<file path="src/sv/lgs_pkg.sv">
package lgs_pkg;

  localparam int DEFAULT_ROWS = 8;
  localparam int DEFAULT_COLS = 8;

  localparam int IDX_W  = 3;
  localparam int CELL_W = 8;

  localparam int QUEUE_DEPTH = 2;

  localparam int NB_W        = 4;
  localparam int KEEP_COUNT  = 2;
  localparam int BIRTH_COUNT = 3;

  localparam logic KIND_LOAD = 1'b0;
  localparam logic KIND_STEP = 1'b1;

  typedef struct packed {
    logic              is_step;
    logic              load_ok;
    logic [IDX_W-1:0]  row_index;
    logic [CELL_W-1:0] row_cells;
  } op_t;

endpackage

</file>
<file path="src/sv/lgs_front.sv">
module lgs_front
  import lgs_pkg::*;
#(
  parameter int ROWS = DEFAULT_ROWS
) (
  input  logic              clk,
  input  logic              rst_n,
  input  logic              in_valid,
  output logic              in_stall,
  input  logic              in_kind,
  input  logic [IDX_W-1:0]  in_row_index,
  input  logic [CELL_W-1:0] in_row_cells,
  output logic              op_valid,
  output op_t               op,
  input  logic              op_pop
);

  localparam int QW = $clog2(QUEUE_DEPTH);

  op_t           q_r [QUEUE_DEPTH];
  logic [QW-1:0] wptr_r;
  logic [QW-1:0] rptr_r;
  logic [QW:0]   cnt_r;
  op_t           in_op;
  logic          push;

  always_comb begin
    in_op.is_step   = (in_kind == KIND_STEP);
    in_op.load_ok   = (in_kind == KIND_LOAD) && (32'(in_row_index) < ROWS);
    in_op.row_index = in_row_index;
    in_op.row_cells = in_row_cells;
  end

  assign in_stall = (cnt_r == (QW+1)'(QUEUE_DEPTH));
  assign push     = in_valid && !in_stall;
  assign op_valid = (cnt_r != '0);
  assign op       = q_r[rptr_r];

  always_ff @(posedge clk) begin
    if (push) begin
      q_r[wptr_r] <= in_op;
    end
  end

  always_ff @(posedge clk) begin
    if (!rst_n) begin
      wptr_r <= '0;
      rptr_r <= '0;
      cnt_r  <= '0;
    end else begin
      if (push) begin
        wptr_r <= (wptr_r == QW'(QUEUE_DEPTH-1)) ? '0 : wptr_r + 1'b1;
      end
      if (op_pop) begin
        rptr_r <= (rptr_r == QW'(QUEUE_DEPTH-1)) ? '0 : rptr_r + 1'b1;
      end
      if (push && !op_pop) begin
        cnt_r <= cnt_r + 1'b1;
      end else if (op_pop && !push) begin
        cnt_r <= cnt_r - 1'b1;
      end
    end
  end

`ifndef SYNTHESIS
  a_cnt_bound: assert property (@(posedge clk) disable iff (!rst_n)
    cnt_r <= (QW+1)'(QUEUE_DEPTH))
    else $error("queue count beyond depth");
  a_pop_nonempty: assert property (@(posedge clk) disable iff (!rst_n)
    op_pop |-> op_valid)
    else $error("pop from empty queue");
  a_push_count: assert property (@(posedge clk) disable iff (!rst_n)
    push && !op_pop |=> cnt_r == (QW+1)'($past(cnt_r) + 1'b1))
    else $error("queue count did not follow a push");
`endif

endmodule

</file>
<file path="src/sv/lgs_back.sv">
module lgs_back
  import lgs_pkg::*;
#(
  parameter int ROWS = DEFAULT_ROWS,
  parameter int COLS = DEFAULT_COLS
) (
  input  logic              clk,
  input  logic              rst_n,
  input  logic              op_valid,
  input  op_t               op,
  output logic              op_pop,
  output logic              out_valid,
  input  logic              out_stall,
  output logic [IDX_W-1:0]  out_row_index,
  output logic [CELL_W-1:0] out_row_cells,
  output logic              out_last_row
);

  localparam int RW = (ROWS > 1) ? $clog2(ROWS) : 1;

  typedef enum logic {
    ST_IDLE,
    ST_REPORT
  } state_t;

  state_t            state_r;
  logic [RW-1:0]     rcnt_r;
  logic [COLS-1:0]   grid_r [ROWS];
  logic [COLS-1:0]   grid_nxt [ROWS];
  logic [COLS-1:0]   load_cells;
  logic [63:0]       load_wide;
  logic [63:0]       rep_wide;
  logic              out_valid_r;
  logic [IDX_W-1:0]  out_idx_r;
  logic [CELL_W-1:0] out_cells_r;
  logic              out_last_r;
  logic              out_take;

  assign op_pop        = op_valid && (state_r == ST_IDLE);
  assign out_take      = !out_valid_r || !out_stall;
  assign load_wide     = 64'(op.row_cells);
  assign load_cells    = load_wide[COLS-1:0];
  assign rep_wide      = 64'(grid_r[rcnt_r]);
  assign out_valid     = out_valid_r;
  assign out_row_index = out_idx_r;
  assign out_row_cells = out_cells_r;
  assign out_last_row  = out_last_r;

  always_comb begin
    int up;
    int dn;
    int lf;
    int rt;
    logic [NB_W-1:0] nb;
    for (int r = 0; r < ROWS; r++) begin
      up = (r == 0) ? ROWS - 1 : r - 1;
      dn = (r == ROWS - 1) ? 0 : r + 1;
      for (int c = 0; c < COLS; c++) begin
        lf = (c == 0) ? COLS - 1 : c - 1;
        rt = (c == COLS - 1) ? 0 : c + 1;
        nb = NB_W'(grid_r[r][lf]) + NB_W'(grid_r[up][lf]) + NB_W'(grid_r[up][c])
           + NB_W'(grid_r[up][rt]) + NB_W'(grid_r[r][rt]) + NB_W'(grid_r[dn][rt])
           + NB_W'(grid_r[dn][c]) + NB_W'(grid_r[dn][lf]);
        grid_nxt[r][c] = (nb == NB_W'(BIRTH_COUNT))
                      || (grid_r[r][c] && (nb == NB_W'(KEEP_COUNT)));
      end
    end
  end

  always_ff @(posedge clk) begin
    if (!rst_n) begin
      state_r     <= ST_IDLE;
      rcnt_r      <= '0;
      out_valid_r <= 1'b0;
      out_idx_r   <= '0;
      out_cells_r <= '0;
      out_last_r  <= 1'b0;
      for (int r = 0; r < ROWS; r++) begin
        case (r)
          0:       grid_r[r] <= COLS'(2);
          1:       grid_r[r] <= COLS'(4);
          2:       grid_r[r] <= COLS'(7);
          default: grid_r[r] <= '0;
        endcase
      end
    end else begin
      unique case (state_r)
        ST_IDLE: begin
          if (out_valid_r && !out_stall) begin
            out_valid_r <= 1'b0;
          end
          if (op_pop) begin
            if (op.is_step) begin
              grid_r  <= grid_nxt;
              rcnt_r  <= '0;
              state_r <= ST_REPORT;
            end else if (op.load_ok) begin
              for (int r = 0; r < ROWS; r++) begin
                if (32'(op.row_index) == r) begin
                  grid_r[r] <= load_cells;
                end
              end
            end
          end
        end
        ST_REPORT: begin
          if (out_take) begin
            out_valid_r <= 1'b1;
            out_idx_r   <= IDX_W'(rcnt_r);
            out_cells_r <= rep_wide[CELL_W-1:0];
            out_last_r  <= (32'(rcnt_r) == ROWS - 1);
            if (32'(rcnt_r) == ROWS - 1) begin
              rcnt_r  <= '0;
              state_r <= ST_IDLE;
            end else begin
              rcnt_r <= rcnt_r + 1'b1;
            end
          end
        end
        default: state_r <= ST_IDLE;
      endcase
    end
  end

`ifndef SYNTHESIS
  a_last_index: assert property (@(posedge clk) disable iff (!rst_n)
    out_valid_r && out_last_r |-> out_idx_r == IDX_W'((ROWS - 1) % 8))
    else $error("last row flag on wrong row");
  a_rcnt_range: assert property (@(posedge clk) disable iff (!rst_n)
    32'(rcnt_r) < ROWS)
    else $error("report row counter out of range");
  a_step_report: assert property (@(posedge clk) disable iff (!rst_n)
    op_pop && op.is_step |=> state_r == ST_REPORT && rcnt_r == '0)
    else $error("step did not start a report");
  a_idle_cnt: assert property (@(posedge clk) disable iff (!rst_n)
    state_r == ST_IDLE |-> rcnt_r == '0)
    else $error("row counter not cleared after report");
`endif

endmodule

</file>
<file path="src/sv/life_grid_step.sv">
// Conway's Life on a ROWS by COLS torus, held in flip-flops; reset loads a
// glider into the top-left corner.
// Requests enter on the in_ channel. A load request (kind 0) overwrites one
// row and produces no response; a row index at or beyond ROWS is dropped.
// A step request (kind 1) advances every cell at once and then reports the
// new grid as ROWS row responses on the out_ channel, row 0 first, with
// out_last_row set on the final one.
// A two-entry request queue sits between the input handshake and the grid
// engine, so requests are taken while a report is still being sent.
// The engine applies a load as it pops it. A step first updates the grid and
// then registers the rows one after another into the output register; the
// engine pops no further request until the last row has been registered.
// out_stall holds the current response in the output register and pauses the
// report; once the queue is full, in_stall rises.
// A synchronous low rst_n empties the queue, drops any report in progress and
// restores the glider.
module life_grid_step
  import lgs_pkg::*;
#(
  parameter int ROWS = DEFAULT_ROWS,
  parameter int COLS = DEFAULT_COLS
) (
  input  logic              clk,
  input  logic              rst_n,
  input  logic              in_valid,
  output logic              in_stall,
  input  logic              in_kind,
  input  logic [IDX_W-1:0]  in_row_index,
  input  logic [CELL_W-1:0] in_row_cells,
  output logic              out_valid,
  input  logic              out_stall,
  output logic [IDX_W-1:0]  out_row_index,
  output logic [CELL_W-1:0] out_row_cells,
  output logic              out_last_row
);

  logic op_valid;
  op_t  op;
  logic op_pop;

  lgs_front #(
    .ROWS (ROWS)
  ) u_front (
    .clk          (clk),
    .rst_n        (rst_n),
    .in_valid     (in_valid),
    .in_stall     (in_stall),
    .in_kind      (in_kind),
    .in_row_index (in_row_index),
    .in_row_cells (in_row_cells),
    .op_valid     (op_valid),
    .op           (op),
    .op_pop       (op_pop)
  );

  lgs_back #(
    .ROWS (ROWS),
    .COLS (COLS)
  ) u_back (
    .clk           (clk),
    .rst_n         (rst_n),
    .op_valid      (op_valid),
    .op            (op),
    .op_pop        (op_pop),
    .out_valid     (out_valid),
    .out_stall     (out_stall),
    .out_row_index (out_row_index),
    .out_row_cells (out_row_cells),
    .out_last_row  (out_last_row)
  );

endmodule

</file>
<file path="config.mk">
export PLATFORM = sky130hd
export DESIGN_NAME = life_grid_step
export DESIGN_NICKNAME = d
export VERILOG_FILES = /design/src/sv/lgs_pkg.sv /design/src/sv/lgs_front.sv /design/src/sv/lgs_back.sv /design/src/sv/life_grid_step.sv
export SDC_FILE = /design/constraint.sdc
export NUM_CORES = 1
export LEC_CHECK = 0
export BUFFER_PORTS_ARGS = -buffer_cell sky130_fd_sc_hd__buf_2
export CAP_MARGIN = 30
export CORE_UTILIZATION = 40
export DETAILED_ROUTE_END_ITERATION = 10
export GPL_TIMING_DRIVEN = 0
export HOLD_SLACK_MARGIN = 0.03
export MAX_ROUTING_LAYER = met4
export SLEW_MARGIN = 0
export SYNTH_ARGS = -nofsm -noshare
export SYNTH_HDL_FRONTEND = slang
export SYNTH_SLANG_ARGS = --single-unit
</file>
<file path="constraint.sdc">
create_clock -name clk -period 2.9 [get_ports clk]
set_input_delay 0.145 -clock clk [delete_from_list [all_inputs] [get_ports clk]]
set_output_delay 0.145 -clock clk [all_outputs]
set_load 0.02 [all_outputs]
</file>
* Yosys cells after proc, flatten, opt, wreduce, memory -nomap -nowiden
Memories as Yosys holds them, arrays and structs flattened. A register that Yosys moved wholly into a read port is not among the register bits.
Index checks and enable logic that the tools add are counted.
** Cells by class
- Add/subtract/negate cells :: 453
- Magnitude comparators :: 1
- Equality and inequality tests :: 141
- Multiplexer cells :: 34
- Bitwise operators :: 3
- Reduce and logical (&&, ||, !) cells :: 162
** Operators with widths (count)
- 4-bit by 1-bit adder with 4-bit output :: 384
- 4-bit by 2-bit equality test with 1-bit output (second input constant) :: 128
- 1-bit by 1-bit adder with 2-bit output :: 64
- 64-bit two-way mux :: 2
- 8-bit two-way mux :: 10
- 1-bit logical AND :: 69
- 1-bit logical OR :: 65
- 4-bit AND reduction :: 8
- 8-bit binary-select mux with 3-bit select :: 1
- 2-bit nonzero test :: 11
- 3-bit equality test (second input constant) :: 5
- 1-bit two-way mux :: 12
- 3-bit two-way mux :: 4
- 2-bit inequality test (second input constant) :: 4
- 3-bit by 2-bit equality test with 1-bit output (second input constant) :: 2
- 3-bit case mux with 2 select lines :: 1
- 1-bit zero test :: 5
- 4-bit >= comparator (second input constant) :: 1
- 2-bit two-way mux :: 2
- 3-bit inverter with 4-bit output :: 1
- 1-bit case mux with 2 select lines :: 2
- 2-bit AND reduction :: 2
- 3-bit by 1-bit adder with 3-bit output (second input constant) :: 1
- 3-bit by 1-bit equality test with 1-bit output (second input constant) :: 1
- other kinds (7) :: 9
** Word-level totals
- Register bits :: 85
- Bits in writable memories :: 26
- Output and inout port bits :: 14
- Logic and storage cells :: 812
- Memories kept :: 1
** Memories
- u_front.q_r :: depth 2, bits a word 13, read ports 1, clocked after memory_dff 1, wr ports 1, line lgs_front.sv:20 : op_t q_r [QUEUE_DEPTH];

* Longest topological paths before layout
Gate-level depths: netlist (run 1).
- Depth in word-level cells :: 11
- Gate-level depth with buffers :: 12

* By module
Synthesis (run 1) repeated with hierarchy kept, for this count alone.
** Unflattened totals
- Cells, all modules :: 1478
- Area, all modules :: 15279.7 um^2
** By module, submodules not included
- lgs_back :: times used 1, cells each 1412, area an instance 14106.0 um^2, seq. area each 1621.6 um^2
- lgs_front :: times used 1, cells each 66, area an instance 1173.6 um^2, seq. area each 880.8 um^2

* Least setup slack after synthesis (run 1)
OpenSTA, ideal clock, no wires.
- Path kind :: register -> register
- From :: reg u_back.grid_r[2] (netlist name)
- To :: reg u_back.grid_r[59] (netlist name)
- Arrival time :: 3.100 ns
- Required time :: 2.830 ns
- Setup slack :: -0.270 ns
- Stages on the path, launching flop included :: 11
- Buffers on the path :: 0
- Path through :: dfxtp_1 > ha_1 > inv_1 > fa_1 > fa_1 > inv_1 > fa_1 > inv_1 > fa_1 > o31a_1 > a21oi_1
** On the way
- Word-level cells in the longest chain between the ends :: 11
** RTL lines
- from (decl) :: line lgs_back.sv:28 : logic [COLS-1:0] grid_r [ROWS];
- from (signal assigned) :: line lgs_back.sv:94 : grid_r <= grid_nxt;
- from (signal, indexed assignment) :: line lgs_back.sv:100 : grid_r[r] <= load_cells;
- 1-bit by 1-bit adder with 2-bit output (*) :: line lgs_back.sv:61 : nb = NB_W'(grid_r[r][lf]) + NB_W'(grid_r[up][lf]) + NB_W'(grid_r[up][c])
- 4-bit by 1-bit adder with 4-bit output (*) :: line lgs_back.sv:61
- 4-bit by 1-bit adder with 4-bit output (*) (3 in series) :: line lgs_back.sv:62 : + NB_W'(grid_r[up][rt]) + NB_W'(grid_r[r][rt]) + NB_W'(grid_r[dn][rt])
- 4-bit by 1-bit adder with 4-bit output (*) (2 in series) :: line lgs_back.sv:63 : + NB_W'(grid_r[dn][c]) + NB_W'(grid_r[dn][lf]);
- 4-bit by 2-bit equality test with 1-bit output :: line lgs_back.sv:65 : || (grid_r[r][c] && (nb == NB_W'(KEEP_COUNT)));
- 1-bit logical AND :: line lgs_back.sv:65
- 1-bit logical OR (*) :: line lgs_back.sv:65
- 64-bit two-way mux (*) :: line lgs_back.sv:93 : if (op.is_step) begin
Every way passes the cells marked *; elsewhere a longest branch is shown, timed or not.
A chain may end at the register's enable or synchronous reset.

* Worst setup path in the final report (run 1)
- From :: reg u_back.grid_r[40] (netlist name)
- To :: reg u_back.grid_r[55] (netlist name)
** On the way
- Word-level cells in the longest chain between the ends :: 7
** RTL lines (line)
- 4-bit by 1-bit adder with 4-bit output (*) :: lgs_back.sv:62
- 4-bit by 1-bit adder with 4-bit output (*) (2 in series) :: lgs_back.sv:63
- 4-bit by 2-bit equality test with 1-bit output :: lgs_back.sv:65
- 1-bit logical AND :: lgs_back.sv:65
- 1-bit logical OR (*) :: lgs_back.sv:65
- 64-bit two-way mux (*) :: lgs_back.sv:93
Marks and branches as above.

==> results of run 1 <==
## area by class of cell
class | count | area share (%)
multi-input combinational | 1102 | 62.5
sequential | 112 | 12.7
timing repair buffer | 277 | 10.5
inverter | 452 | 8.55
tap | 532 | 3.08
clock buffer | 15 | 1.38
buffer | 60 | 1.27
antenna | 3 | 0.0347
clock inverter | 1 | 0.0289
## per-stage QoR
step	instance area (sq um)	worst slack (ps)	power [uW]	TNS (ps)	cells
after floorplan	17200	-97.8	14700	-1850	1726
after global placement	18000	-390	18300	-16700	2286
after detailed placement	18000	-405	19100	-18060	2290
after CTS	20800	-266	23200	-10270	2505
after global routing	21600	-372	27100	-17420	2553
final	21600	-270	24900	-12220	2554
## registers in the layout (all words and copies together) (netlist names), 2 cells and up, named ones only
signal	flops
u_front.cnt_r	2
u_back.rcnt_r	3
u_back.out_row_index	3
u_back.grid_r	64
u_front.q_r	26
u_back.out_row_cells	8
## synth_stat cells, drive strengths merged, types with 8 or more instances
cell      n  area (sq um)
o311ai   59           517
a32oi    59           517
clkbuf   28           105
fa      256          5120
nor2b    43           269
a31oi    22           138
nor2     86           323
nand2    36           135
or3b     12           113
a21oi    86           430
dfxtp    86          1720
and2     12          75.1
mux4     16           360
o21a      8          68.8
inv     452          1700
ha      195          2440
o21ai    10          53.8
edfxtp   26           781
buf      32           169
a211oi   35           263
nand3b   14           105
mux2i    45           454
o31a     59           517
## power by group
part	switching [uW]	internal, uW	leakage [uW]
registers	982	2230	0.000987
clock network	711	712	0.000152
logic	11400	8810	0.00817
## critical path, stage by stage (launching register included)
cell and delay, ps:
dfxtp_4 430, clkinvlp_4 110, buf_4 140, fa_1 490
fa_1 520, inv_2 50, fa_2 410, inv_2 70
fa_2 420, o31a_1 320, a21oi_1 140
## timing repair
item	CTS	global route
endpoints found under the setup margin	64	64
hold buffers	12	0
buffers inserted	187	45
pin swaps	107	99
hold endpoints to repair	26	0
resized for setup	239	131
gates cloned	0	0
## per-layer routing
layer	part of all wire [%]	wire length, um	GRT usage [%]
met3	11	6710	7.41
met2	45	28500	45.9
met5	0	0	-
met4	6.1	3810	17.0
met1	38	23900	37.0
## cell families (layout without fill, tap and decap cells)
family	Yosys count	count (layout)	share of synthesized area, %
buf+inv	512	805	11.7
fa+ha+maj	451	451	44.9
compound gates	359	359	16.3
simple gates	222	222	6.76
flops	112	112	14.9
mux	66	66	5.17
xor+xnor	4	4	0.208
other cells	0	3	0
## worst max-delay path by stage
stage,start,to,slack [ps],depth (start not counted)
final,u_back.grid_r[40],u_back.grid_r[55],-270,10
after global routing,u_back.grid_r[40],u_back.grid_r[55],-370,10
after CTS,u_back.grid_r[38],u_back.grid_r[39],-270,12
after detailed placement,u_back.grid_r[3],u_back.grid_r[59],-410,11
after global placement,register,u_back.grid_r[0],-390,6
after floorplan,u_back.grid_r[2],u_back.grid_r[59],-100,10
==> flow_metrics.py, run 1 <==
metrics = {
    "clocking": {
        "cts_sinks": 112,
        "cts_tree": "built",
        "worstSkewPairLatency_ps": 400,
        "root_buffer": "clkbuf_16",
        "cts_max_level": 3,
        "cts_max_path_buffers": 2,
        "cts.clk_slew.worst_paths_ps": 90,
        "cts-buffers-inserted": 9,
    },
    "setup_path": {
        "crit_required_ps": 3220,
        "startpoint_type": "register",
        "r2r_start": "u_back.grid_r[40]",
        "r2r_cells": 10,
        "worstSetupPathType": "reg2reg",
        "arrival_ps": 3490,
        "cp-end-kind": "register",
        "crit_fanout": 5,
        "r2r_slack_ps": -270,
        "r2r-end": "u_back.grid_r[55]",
    },
    "synth": {
        "synthFlopType": "dfxtp_1",
        "ys_seq_elements": 112,
        "yosysSeqAreaShare_pct": 14.9,
        "syn_avg_cell_area_sq_um": 9.75,
        "syn_area_sq_um": 16800,
        "synth_cells": 1726,
        "synth_edf_count": 26,
        "synth_cell_types": 58,
        "yosys_warnings": 0,
        "synth_nets": 2193,
        "async_reset_ff_share_pct": 0,
    },
    "flow_run": {
        "maxCapViolations": 0,
    },
    "outcome": {
        "outcome": "finished with violations",
        "violations": "setup timing",
    },
    "sta": {
        "fin_crit_ps": 3170,
        "hold_viol_final": 0,
        "worst_slew_pin_slew_ps": 1100,
        "max_freq_mhz": 315,
        "finalSetupViolations": 64,
        "holdWs_ps": 40.9,
        "finClkSkew_ps": 18.8,
        "setup_slack_ps": -270,
        "finalMaxSlewViolations": 0,
        "rsz0062_at_grt": "yes",
        "max_slew_margin_pct": 26.4,
        "period_share_pct": 109,
    },
    "detailed_routing": {
        "drtAntennaViolNets": 0,
        "drt_iter0_drc": 1436,
        "vias": 15004,
        "drc_errors": 0,
        "wire_per_inst_um": 24.6,
        "viasPerCell": 5.87,
        "first_pass_iters": 5,
        "wirelength_mm": 62.9,
    },
    "layout": {
        "area_growth_syn_to_layout_pct": 28.5,
        "final_layout_size_suffix_gt1_share_pct": 40.6,
        "layout_commonest_cell": "inv_1",
        "multiInputGateArea_sq_um": 13500,
        "seqCellArea_sq_um": 2740,
        "fin_util_pct": 52.5,
        "final_nets": 2481,
        "fillCellCount": 3596,
        "layout_common_cells": "267 x inv_1, 204 x buf_4, 150 x ha_1",
    },
    "floorplanning": {
        "rows": 74,
        "num_io_pins": 30,
        "die_w_um": 207,
        "die_h_um": 207,
        "start_util_pct": 40.9,
        "dieArea_sq_um": 42900,
        "core_area_sq_um": 41200,
    },
    "pwr": {
        "power_density_nw_per_um2": 1150,
        "max-vdd-ir-drop_uv": 544,
        "p_leak_uw": 0.00931,
    },
    "global_route": {
        "grt_pass1_vias": 15276,
        "grt_max_degree": 18,
        "antenna_found_initial": 1,
        "grt_pass1_wl_mm": 92.5,
        "grt_usage_pct": 30.3,
        "gr-total-overflow": 0,
    },
    "placement": {
        "dp_hpwl_mm": 43.3,
        "io_buffers": 28,
        "gp_congestion": 0.956,
    },
    "hold_path": {
        "hp-class": "in2reg",
        "hold_depth": 3,
        "min-delay-start": "rst_n",
        "whs_endpoint": "u_back.grid_r[60]",
    },
}
Power figures use the tool's default switching activity.
==> inputs of run 2 (changes only) <==
--- a/config.mk
+++ b/config.mk
@@ -7,11 +7,14 @@
 export LEC_CHECK = 0
 export BUFFER_PORTS_ARGS = -buffer_cell sky130_fd_sc_hd__buf_2
 export CAP_MARGIN = 30
+export CELL_PAD_IN_SITES_DETAIL_PLACEMENT = 0
+export CELL_PAD_IN_SITES_GLOBAL_PLACEMENT = 1
 export CORE_UTILIZATION = 40
 export DETAILED_ROUTE_END_ITERATION = 10
 export GPL_TIMING_DRIVEN = 0
-export HOLD_SLACK_MARGIN = 0.03
+export HOLD_SLACK_MARGIN = 0.15
 export MAX_ROUTING_LAYER = met4
+export PLACE_DENSITY_LB_ADDON = 0.1
 export SLEW_MARGIN = 0
 export SYNTH_ARGS = -nofsm -noshare
 export SYNTH_HDL_FRONTEND = slang
==> flow_metrics.py, run 2 (synthesized netlist as in run 1, its figures left out) <==
metrics = {
    "sta": {
        "max_slew_margin_pct": 24.0,
        "holdWs_ps": 153,
        "finalMaxSlewViolations": 0,
        "finClkSkew_ps": 16.8,
        "worst_slew_pin_slew_ps": 1140,
        "rsz0062_at_grt": "yes",
        "period_share_pct": 110,
        "setup_slack_ps": -282,
        "finalSetupViolations": 64,
        "max_freq_mhz": 314,
        "fin_crit_ps": 3180,
        "hold_viol_final": 0,
    },
    "floorplanning": {
        "start_util_pct": 40.9,
        "num_io_pins": 30,
        "die_h_um": 207,
        "core_area_sq_um": 41200,
        "die_w_um": 207,
        "dieArea_sq_um": 42900,
        "rows": 74,
    },
    "setup_path": {
        "arrival_ps": 3510,
        "crit_path_max_incr_delay_ps": 490,
        "worstSetupPathType": "reg2reg",
        "cp_top_family": "adder cells",
        "crit_chain": "buf_6 -> ha_4 -> inv_2 -> fa_1 -> fa_1 -> inv_1 -> fa_2 -> inv_2 -> fa_2 -> o31a_1 -> a21oi_1",
        "crit_fanout": 5,
        "startpoint_type": "register",
        "cp-end-kind": "register",
        "crit_required_ps": 3230,
        "critPathSlowestCell": "fa_1",
        "critPathBufInv": 4,
    },
    "clocking": {
        "worstSkewPairLatency_ps": 410,
        "cts_sinks": 112,
        "cts_max_path_buffers": 2,
        "cts.clk_slew.worst_paths_ps": 100,
        "cts_max_level": 3,
        "cts-buffers-inserted": 9,
        "root_buffer": "clkbuf_16",
        "cts_tree": "built",
    },
    "layout": {
        "layout_common_cells": "287 x inv_1, 198 x buf_4, 155 x ha_1",
        "final_layout_size_suffix_gt1_share_pct": 40.0,
        "area_growth_syn_to_layout_pct": 28.8,
        "largest_register_ffs": 64,
        "layout_commonest_cell": "inv_1",
        "final_nets": 2482,
        "top_register": "u_back.grid_r",
    },
    "detailed_routing": {
        "drc_errors": 0,
        "wirelength_mm": 66.2,
        "wire_per_inst_um": 25.9,
        "viasPerCell": 5.70,
        "drtAntennaViolNets": 0,
        "first_pass_iters": 5,
        "drt_iter0_drc": 959,
        "vias": 14575,
    },
    "global_route": {
        "use_met1_pct": 41.4,
        "antenna_found_initial": 2,
        "grtUsageMet2_pct": 49.3,
        "gr-total-overflow": 0,
        "grt_pass1_vias": 14747,
        "grt-busiest-layer": "met2",
        "grt_max_degree": 21,
        "grt_usage_pct": 32.3,
        "grt_pass1_wl_mm": 96.7,
        "grt_use_met3_pct": 5.29,
    },
    "outcome": {
        "outcome": "finished with violations",
        "violations": "setup timing",
    },
    "placement": {
        "io_buffers": 28,
        "dp_hpwl_mm": 46.7,
        "gp_congestion": 0.895,
    },
    "pwr": {
        "fin_total_pwr_uw": 24900,
        "max-vdd-ir-drop_uv": 424,
        "p_leak_uw": 0.00942,
        "power_density_nw_per_um2": 1150,
    },
    "flow_run": {
        "maxCapViolations": 0,
    },
    "hold_path": {
        "hp-class": "in2reg",
    },
}
run 2: changes by cell type in the layout (fill, tap and decap cells not counted), moves of 6 or more:
cell / previous run / this run
buf_4: 204 / 198
clkinvlp_4: 41 / 34
inv_1: 267 / 287
inv_2: 144 / 128
run 2: metal layers:
metal | part of all wire [%] | up-vias
met1 | 42 | 7413
met2 | 45 | 576
met4 | 5.5 | 0
met3 | 6.8 | 169
met5 | 0 | -
li1 | - | 6417
run 2: final cells by class:
cell class,instances,area [sq um]
Fill cell,3810,19500
Multi-Input combinational cell,1102,13500
Sequential cell,112,2740
Timing Repair Buffer,278,2350
Inverter,452,1830
Tap cell,532,666
Buffer,60,274
Clock buffer,10,239
Clock inverter,6,61.3
Antenna cell,4,10.0
run 2: worst paths after layout:
kind | to | start | cells past startpoint | slack, ps
max reg2reg | u_back.grid_r[26] | u_back.grid_r[33] | 11 | -280
min reg2reg | u_back.out_last_row | u_back.out_last_row | 2 | 460
max | u_back.grid_r[26] | u_back.grid_r[33] | 11 | -280
min | u_back.out_row_cells[0] | rst_n | 3 | 150
run 2: power by group:
group	internal [uW]	switching (uW)	total (uW)	leakage [uW]
clock	633	797	1430	0.000144
sequential	2230	1010	3240	0.000987
combinational	8830	11400	20300	0.00829
run 2: worst reg2reg max path: stages (launching register included):
cell and delay [ps]:
dfxtp_4 390, buf_6 130, ha_4 250, inv_2 30
fa_1 470, fa_1 490, inv_1 50, fa_2 360
inv_2 70, fa_2 410, o31a_1 300, a21oi_1 150
run 2: what timing repair did:
item                                   4_1_cts  5_1_grt
gates resized for setup                    244      122
buffers inserted                           181       48
pin swaps                                  116      101
endpoints found under the hold margin       27        0
setup endpoints to repair                   64       64
hold buffers                                13        0
run 2: through the flow:
| stage | cells | TNS, ps | cell area [sq um] | utilization [%] | setup WS (ps) |
|---|---|---|---|---|---|
| after floorplan | 1726 | -1850 | 17200 | - | -97.8 |
| after global placement | 2286 | -19940 | 18000 | 43.7 | -480 |
| after detailed placement | 2294 | -20290 | 18100 | 43.9 | -490 |
| after CTS | 2504 | -11520 | 20900 | 50.7 | -280 |
| after global routing | 2554 | -18350 | 21700 | 52.6 | -386 |
| final | 2556 | -12380 | 21700 | 52.6 | -282 |
